==> src/hdl/bse_pkg.sv <==
`default_nettype none
package bse_pkg;

    localparam int OFFSET_BITS   = 32;
    localparam int FRACTION_BITS = 16;
    localparam int NUM_BINS      = 256;
    localparam int BIN_W         = $clog2(NUM_BINS);
    localparam int CNT_W         = 32;
    localparam int OUT_W         = 32;
    localparam int ENT_W         = 20;

    // log2 in Q.LOG_FRAC, integer part up to 31
    localparam int LOG_FRAC  = 24;
    localparam int LOG_CNT_W = $clog2(LOG_FRAC);
    localparam int LOG_W     = LOG_FRAC + 5;
    localparam int PROD_W    = CNT_W + LOG_W;
    localparam int SUM_W     = PROD_W + BIN_W;
    localparam int NUM_W     = SUM_W + 1;

    localparam int SHIFT_RAW = LOG_FRAC - FRACTION_BITS;
    localparam int SHIFT     = (SHIFT_RAW < 0) ? 0 : ((SHIFT_RAW > 16) ? 16 : SHIFT_RAW);
    localparam int Q_W       = CNT_W + SHIFT;
    // quotient stays below 2^(LOG_W - SHIFT) plus rounding
    localparam int QUO_W     = LOG_W + 1 - SHIFT;
    localparam int DIV_CNT_W = $clog2(QUO_W);

    localparam longint CAP_RAW = longint'(8) << FRACTION_BITS;
    localparam longint ENT_MAX = (longint'(1) << ENT_W) - 1;
    localparam longint ENT_CAP = (CAP_RAW > ENT_MAX) ? ENT_MAX : CAP_RAW;

    typedef struct packed {
        logic clr_step;
        logic rd_byte;
        logic inc;
        logic sweep_rd;
        logic log_start;
        logic log_sel_n;
        logic mul;
        logic mul_sel_n;
        logic acc;
        logic idx_next;
        logic div_start;
        logic load_out;
    } t_cmd;

    typedef struct packed {
        logic close;
        logic idx_last;
        logic bin_nz;
        logic log_done;
        logic div_done;
        logic out_busy;
    } t_sts;

endpackage
`default_nettype wire

==> src/hdl/bse_ctrl.sv <==
`default_nettype none
module bse_ctrl (
    input  wire logic            i_clk,
    input  wire logic            i_rst_n,
    input  wire logic            i_in_valid,
    output logic                 o_in_ready,
    input  wire bse_pkg::t_sts   i_sts,
    output bse_pkg::t_cmd        o_cmd
);

    localparam logic [3:0] S_CLR   = 4'd0;
    localparam logic [3:0] S_IDLE  = 4'd1;
    localparam logic [3:0] S_INC   = 4'd2;
    localparam logic [3:0] S_SWEEP = 4'd3;
    localparam logic [3:0] S_CHK   = 4'd4;
    localparam logic [3:0] S_LOG   = 4'd5;
    localparam logic [3:0] S_ACC   = 4'd6;
    localparam logic [3:0] S_NEXT  = 4'd7;
    localparam logic [3:0] S_NLOG  = 4'd8;
    localparam logic [3:0] S_DIFF  = 4'd9;
    localparam logic [3:0] S_DIV   = 4'd10;
    localparam logic [3:0] S_OUT   = 4'd11;

    logic [3:0] r_state;
    logic [3:0] n_state;

    always_comb begin
        n_state    = r_state;
        o_cmd      = '0;
        o_in_ready = 1'b0;
        case (r_state)
            S_CLR: begin
                o_cmd.clr_step = 1'b1;
                if (i_sts.idx_last) begin
                    n_state = S_IDLE;
                end
            end
            S_IDLE: begin
                o_in_ready = 1'b1;
                if (i_in_valid) begin
                    o_cmd.rd_byte = 1'b1;
                    n_state       = S_INC;
                end
            end
            S_INC: begin
                o_cmd.inc = 1'b1;
                n_state   = i_sts.close ? S_SWEEP : S_IDLE;
            end
            S_SWEEP: begin
                o_cmd.sweep_rd = 1'b1;
                n_state        = S_CHK;
            end
            S_CHK: begin
                if (i_sts.bin_nz) begin
                    o_cmd.log_start = 1'b1;
                    n_state         = S_LOG;
                end else begin
                    n_state = S_NEXT;
                end
            end
            S_LOG: begin
                if (i_sts.log_done) begin
                    o_cmd.mul = 1'b1;
                    n_state   = S_ACC;
                end
            end
            S_ACC: begin
                o_cmd.acc = 1'b1;
                n_state   = S_NEXT;
            end
            S_NEXT: begin
                o_cmd.idx_next = 1'b1;
                if (i_sts.idx_last) begin
                    o_cmd.log_start = 1'b1;
                    o_cmd.log_sel_n = 1'b1;
                    n_state         = S_NLOG;
                end else begin
                    n_state = S_SWEEP;
                end
            end
            S_NLOG: begin
                if (i_sts.log_done) begin
                    o_cmd.mul       = 1'b1;
                    o_cmd.mul_sel_n = 1'b1;
                    n_state         = S_DIFF;
                end
            end
            S_DIFF: begin
                o_cmd.div_start = 1'b1;
                n_state         = S_DIV;
            end
            S_DIV: begin
                if (i_sts.div_done) begin
                    n_state = S_OUT;
                end
            end
            S_OUT: begin
                if (!i_sts.out_busy) begin
                    o_cmd.load_out = 1'b1;
                    n_state        = S_IDLE;
                end
            end
            default: begin
                n_state = S_IDLE;
            end
        endcase
    end

    always_ff @(posedge i_clk) begin
        if (!i_rst_n) begin
            r_state <= S_CLR;
        end else begin
            r_state <= n_state;
        end
    end

endmodule
`default_nettype wire

==> config.mk <==
export PLATFORM = sky130hd
export DESIGN_NAME = bse_ctrl
export DESIGN_NICKNAME = d
export VERILOG_FILES = /design/src/hdl/bse_pkg.sv /design/src/hdl/bse_ctrl.sv
export SDC_FILE = /design/constraint.sdc
export NUM_CORES = 1
export LEC_CHECK = 0
export ABC_AREA = 1
export BUFFER_PORTS_ARGS = -buffer_cell sky130_fd_sc_hd__clkbuf_2
export CAP_MARGIN = 30
export CORE_AREA = 2 2 39 41
export CTS_CLUSTER_SIZE = 24
export DETAILED_ROUTE_END_ITERATION = 10
export DIE_AREA = 0 0 41 43
export SETUP_SLACK_MARGIN = 0.02
export SYNTH_ARGS = -nofsm -noshare
export SYNTH_HDL_FRONTEND = slang
export SYNTH_SLANG_ARGS = --single-unit
==> constraint.sdc <==
create_clock -name i_clk -period 1.7 [get_ports i_clk]
set_clock_uncertainty 0.1 [all_clocks]
set_input_delay 0.34 -clock i_clk [delete_from_list [all_inputs] [get_ports i_clk]]
set_output_delay 0.34 -clock i_clk [all_outputs]
set_load 0.02 [all_outputs]
==> impl_results.md, run 1 <==
* Status: finished, final reports clean
* Largest reg by FF count: r_state
* Avg Inst Size Synth at between 5 and 6 µm²
* Worst Path Arrival at 1.18 ns
* Leakage at a little under 0.4 nW
* Hold Path Sink: r_state[1]
* Root Driver: clkbuf_4
* Initial Util at around 32%
* Die Area at between 0.0015 and 0.002 mm²
* # hold bufs at CTS at 0
* Vias in the first global route at slightly above 500
* Clock transition at path regs at ~0.030 ns
* Syn nets at slightly below 90
* Seq/Total Area, Yosys at between 10% and 20%
* Dpl ws at roughly 0.099 ns
* Final worst-path cycle share at 95.2%
* Critical Path Fanout Max at 5
* Clock buffer depth at 2
* First-pass GRT wire length at roughly 1900 µm
* Unrepaired setup endpoints after global routing: true
* Required time of the critical path at roughly 1.3 ns
* Yosys reg bits at 4
* Power per cell area at around 1000 mW/mm²
* Vias per cell at between 4 and 5
* Cell area after layout at 698 µm²
* RD Place Congestion at about 0.76
* Drt total wl at about 1300 µm
* Slew Limit Fails at 0
* I/O Buffers at 21
* Top-level I/O count at 22
* Area grow syn2layout at 56.7%
* Critical Path Start Type: flip-flop
* Worst setup margin at 0.0816 ns
* Final worst path period need at 1.62 ns
* Synth Warn # at 0
* Final hold viol count at 0
* Area post-placement at roughly 580 µm²
* WHS Path Cells at 3
* Fillers at roughly 150
* TritonCTS buffer count at 3
* Setup CP Type: reg2out
* Worst reg2reg path startpoint: r_state[3]
* Total of max-cap violations at 0
* Yosys cell types at 18
* Cell Rows at 14
* Routed Antenna Nets at 0
* Gr ovfl total at 0
* Post-route DRC at 0
* Worst R2R End: r_state[1]
* Initial antenna violation count at 0
* Overall routing resource usage at 15.8%
* Layout cells sized above 1 at approximately 51%
* Largest register FFs at 4
* Clk sinks at 4
* Reg2Reg Depth at 10
* Endpoint type of the worst setup path: primary output
* First-pass iteration count of the detailed router at 2
* Mapped cell area at roughly 450 µm²
* # setup viols final at 0
* Routed len/inst at between 10 and 15 µm
* Total negative setup slack at 0 ns
* Width of the die at about 41 µm
* Worst slew pin tran at between 0.15 and 0.2 ns
* Nets at 120
* Max Fclk at ~620 MHz
* Hold Path Class: in2reg
* Worst skew pair latency at between 0.2 and 0.25 ns
* CTS tree: built
* Commonest cells after routing, fill and taps aside: inv_1 (15), nand2_1 (15), clkbuf_2 (15)
* Starting DRT DRC Count at 5
* Hold_sp: i_rst_n
* Final hold slack at approximately 0.30 ns
* Worst vdd ir at a little over 0.7 mV
* Slew HR at 88.3%
* Syn Inst Count at 80
* Core box area at roughly 0.0014 mm²
* Die H at about 43 µm
* Largest net degree at the start of global routing at 7
* HPWL after detailed placement at between 1000 and 1500 µm
* Setup slack, reg-to-reg at 0.28 ns
* Vias at ~580
* Top flop regs: r_state x4
* Htree depth at 1
* # diodes at 0
[per-layer routing]
| layer | vias up | track usage [%] | share of wire [%] |
|---|---|---|---|
| li1 | 307 | - | - |
| met1 | 257 | 16.8 | 42 |
| met2 | 16 | 26.6 | 52 |
| met3 | 2 | 4.71 | 4.4 |
| met4 | 0 | 7.33 | 0.79 |
| met5 | - | 0 | 0 |
[through the flow]
step	util, %	power [mW]	instances
after floorplan	-	0.461	80
after global placement	41.8	0.567	118
after detailed placement	41.8	0.568	118
after CTS	46.8	0.706	123
after global routing	50.5	0.801	125
final	50.5	0.729	125
[timing repair]
item	in CTS	in global routing
buffers inserted	2	2
setup endpoints to repair	8	7
pin swaps	1	1
gates resized for setup	13	16
[area by class of cell]
cell class,instances,area (µm²),area share [%]
clock buffers,3,22.5,3.23
inverters,18,70.1,10.0
multi-input cells,58,340,48.7
flip-flops and latches,4,95.1,13.6
well taps,16,20.0,2.87
repair buffers,26,150,21.5
[worst max path at each step]
stage | depth (start not counted) | slack, ns | to | startpoint
2_1_floorplan | 2 | 0.12 | o_cmd[7] | r_state[2]
3_3_place_gp | 5 | 0.12 | o_cmd[7] | r_state[2]
3_5_place_dp | 5 | 0.1 | o_cmd[7] | r_state[0]
4_1_cts | 5 | 0.02 | o_cmd[7] | r_state[1]
5_1_grt | 5 | 0.005 | o_cmd[7] | r_state[0]
6_report | 5 | 0.08 | o_cmd[5] | r_state[3]
[kinds of logic (layout without fill, tap and decap cells)]
group,after synthesis,after routing,synth area share [%]
buf+inv,18,47,15.2
simple gates,50,50,56.5
flops,4,4,18.0
compound gates,8,8,10.4
[worst max-delay path: stages, from the launching register on]
cell and delay (ns):
dfxtp_4 0.38, inv_4 0.05, nor2_4 0.12, nand2_1 0.10
a21oi_1 0.15, buf_4 0.15
[power breakdown]
| part | leakage (nW) | internal [mW] | total (mW) | switching [mW] |
|---|---|---|---|---|
| Sequential | 0.0355 | 0.127 | 0.178 | 0.0509 |
| Combinational | 0.338 | 0.152 | 0.439 | 0.287 |
| Clock | 0.0138 | 0.0786 | 0.112 | 0.0337 |
[synthesized netlist by cell type]
cell type	number	area share [%]
nor2_4	3	7.6
nor3_2	1	2.2
a21oi_2	1	2.0
nor3_1	3	3.4
nor2_2	2	2.8
dfxtp_1	4	18
inv_2	3	2.5
inv_1	15	13
o21ai_1	1	1.1
nor2_1	13	11
nand2_1	17	14
o31ai_1	1	1.7
nand2_2	4	5.6
o21ai_0	1	1.1
nand3_2	1	2.2
a21oi_1	4	4.5
nand3_1	5	5.6
nand3b_1	1	1.7
(Power assumes the default switching activity.)
==> inputs of run 2 (changes only) <==
--- a/config.mk
+++ b/config.mk
@@ -11,5 +11,6 @@
 export CORE_AREA = 2 2 39 41
-export CTS_CLUSTER_SIZE = 24
+export CTS_CLUSTER_SIZE = 25
 export DETAILED_ROUTE_END_ITERATION = 10
 export DIE_AREA = 0 0 41 43
+export PLACE_DENSITY_LB_ADDON = 0.08
 export SETUP_SLACK_MARGIN = 0.02
==> constraint.sdc (replaced) <==
create_clock -name i_clk -period 1.7 [get_ports i_clk]
set_clock_uncertainty 0.1 [all_clocks]
set_input_delay 0.085 -clock i_clk [delete_from_list [all_inputs] [get_ports i_clk]]
set_output_delay 0.085 -clock i_clk [all_outputs]
set_load 0.02 [all_outputs]
==> run 2 against run 1 <==
  * Combinational power down 6.6%
  * Sequential power decreased by 12%
  * Cell count shrank 4.0%
  * Core utilization down 7.5 points
  * Non-clock buffer count down 5
  * Hold slack worse by 0.26 ns
  * Flip-flop and latch count stayed put
  * Maximum frequency is 5.9% higher
  * Critical endpoint is now o_cmd[10]
==> impl_results.md, run 2 (synthesis gave the netlist of run 1 again) <==
* TritonCTS buffer count at 3 (unchanged)
* Unrepaired setup endpoints after global routing: false
* Nets at 115 (-4.2%)
* Routed Antenna Nets at 0 (unchanged)
* Slowest stage cell, crit path: dfxtp_1
* Clock share of power at 16.4% (+1.0 points)
* Met3 Use GR at 1.57% (-3.1 points)
* Worst reg2reg path startpoint: r_state[3]
* I/O Buffers at 21 (unchanged)
* # setup viols final at 0 (unchanged)
* Utilization after layout at 42.9% (-7.5 points)
* Overall routing resource usage at 15.4% (-0.35 points)
* Commonest cells after routing, fill and taps aside: clkbuf_2 (21), nand2_1 (17), inv_1 (15)
* Largest reg by FF count: r_state
* Clock buffer depth at 2 (unchanged)
* Cell-internal power at 0.334 mW (-6.6%)
* Cell Chain, Critical Path: nor2_1 > inv_1 > nor3_1 > clkbuf_2
* Power per cell area at 1140 mW/mm² (+8.9%)
* Layout cells sized above 1 at 38.5% (-13 points)
* Post-route DRC at 0 (unchanged)
* Slew Limit Fails at 0 (unchanged)
* Sw Ratio at 50.5% (-0.37 points)
* M2 GR Usage at 24.1% (-2.5 points)
* Worst skew pair latency at 0.23 ns (about the same)
* Required time of the critical path at 1.51 ns (+0.25 ns)
* Root Driver: clkbuf_4
* Setup CP Type: reg2out
* Top-level I/O count at 22 (unchanged)
* Cell Rows at 14 (unchanged)
* Crit path from: r_state[2]
* Total power at 0.676 mW (-7.3%)
* Initial antenna violation count at 0 (unchanged)
* Largest net degree at the start of global routing at 7 (unchanged)
* GRT busiest layer: met2
* Final hold viol count at 0 (unchanged)
* Vias at 542 (-6.9%)
* Total negative setup slack at 0 ns (unchanged)
* Starting DRT DRC Count at 5 (unchanged)
* Worst vdd ir at 0.592 mV (-17%)
* Vias in the first global route at 483 (-4.4%)
* Width of the die at 41 µm (unchanged)
* Clock transition at path regs at 0.03 ns (about the same)
* Met1 usage at 18.9% (+2.1 points)
* Die Area at 0.00176 mm² (unchanged)
* Total of max-cap violations at 0 (unchanged)
* CTS tree: built
* Status: finished, final reports clean
* Top flop regs: r_state x4
* Final worst-path cycle share at 89.9% (-5.3 points)
* Final worst path period need at 1.53 ns (-0.0904 ns)
* Placed Cells at 117 (-0.85%)
* # diodes at 0 (unchanged)
* Initial Util at 32.2% (unchanged)
* # hold bufs at CTS at 0 (unchanged)
* Gr ovfl total at 0 (unchanged)
* Fin cells at 120 (-4.0%)
* Htree depth at 1 (unchanged)
* Switching power at 0.342 mW (-8.0%)
* Endpoint type of the worst setup path: primary output
* Seq pwr share at 23.0% (-1.4 points)
* Worst slew pin tran at 0.276 ns (+0.101 ns)
* Area grow syn2layout at 33.4%
* Slew HR at 81.6% (-6.7 points)
* Leading cell type in the layout, fill and taps excluded: clkbuf_2
* Core box area at 0.00138 mm² (unchanged)
* Hold Path Class: in2reg
* Largest register FFs at 4 (unchanged)
* First-pass GRT wire length at 1880 µm (-0.74%)
* Hold_sp: i_rst_n
* Critical Path Fanout Max at 4 (-1)
* Worst Path Arrival at 1.34 ns (+0.16 ns)
* Logic pwr share at 60.6% (+0.4 points)
* Die H at 43 µm (unchanged)
* Drt total wl at 1150 µm (-9.6%)
* RD Place Congestion at 0.793 (+3.9%)
* Leakage at 0.333 nW (-14%)
* Clk sinks at 4 (unchanged)
* Max Fclk at 654 MHz (+5.9%)
* Routed len/inst at 9.55 µm (-5.8%)
* HPWL after detailed placement at 998 µm (-3.1%)
* Critical Path Start Type: flip-flop
* CP max stage delay at 0.35 ns (-0.03 ns)
* First-pass iteration count of the detailed router at 4 (+2)
* Vias per cell at 4.52 (-3.0%)
run 2: cell count changes in the layout (fill, tap and decap cells not counted), sizes merged:
cell / previous run / this run
buf: 11 / 0
clkbuf: 18 / 24
run 2: power groups by stage:
stage	combinational [mW]	clock (mW)	sequential, mW
final	0.410	0.111	0.156
after global routing	0.461	0.122	0.160
after CTS	0.416	0.118	0.153
after detailed placement	0.415	0	0.154
after global placement	0.426	0	0.152
after floorplan	0.313	0	0.148
run 2: what timing repair did:
item                                   in CTS  in global routing
endpoints found under the hold margin       0                  0
gates resized for setup                     0                  1
setup buffers                               0                  0
setup endpoints to repair                   0                  1
run 2: area by class of cell:
type	count	area [µm²]
inverter	18	67.6
timing repair buffer	21	105
sequential	4	81.3
tap	16	20.0
clock buffer	3	22.5
multi-input combinational	58	298
fill	151	790
run 2: stage by stage:
stage	setup slack, ns	instance area (µm²)	hold WS [ns]
finish	0.172	594	0.0396
global route	0.0311	594	0.0574
CTS	0.152	593	0.0405
detailed placement	0.326	571	0.287
global placement	0.330	571	0.269
floorplan	0.370	445	0.155
run 2: worst paths after layout:
check	cells after the start	to	slack (ns)
max	4	o_cmd[10]	0.17
max reg2reg	8	r_state[1]	0.36
min reg2reg	2	r_state[0]	0.41
min	3	r_state[1]	0.04
run 2: critical path: cells and delay by family, from the launching register on:
kind	cells	cell delay, ns
buf+inv	2	0.32
flops	1	0.35
simple gates	2	0.44
run 2: layer usage:
metal | vias to the layer above | share of wire [%]
met5 | - | 0
met4 | 0 | 0.87
met3 | 2 | 6.4
met2 | 15 | 48
met1 | 232 | 44
li1 | 293 | -
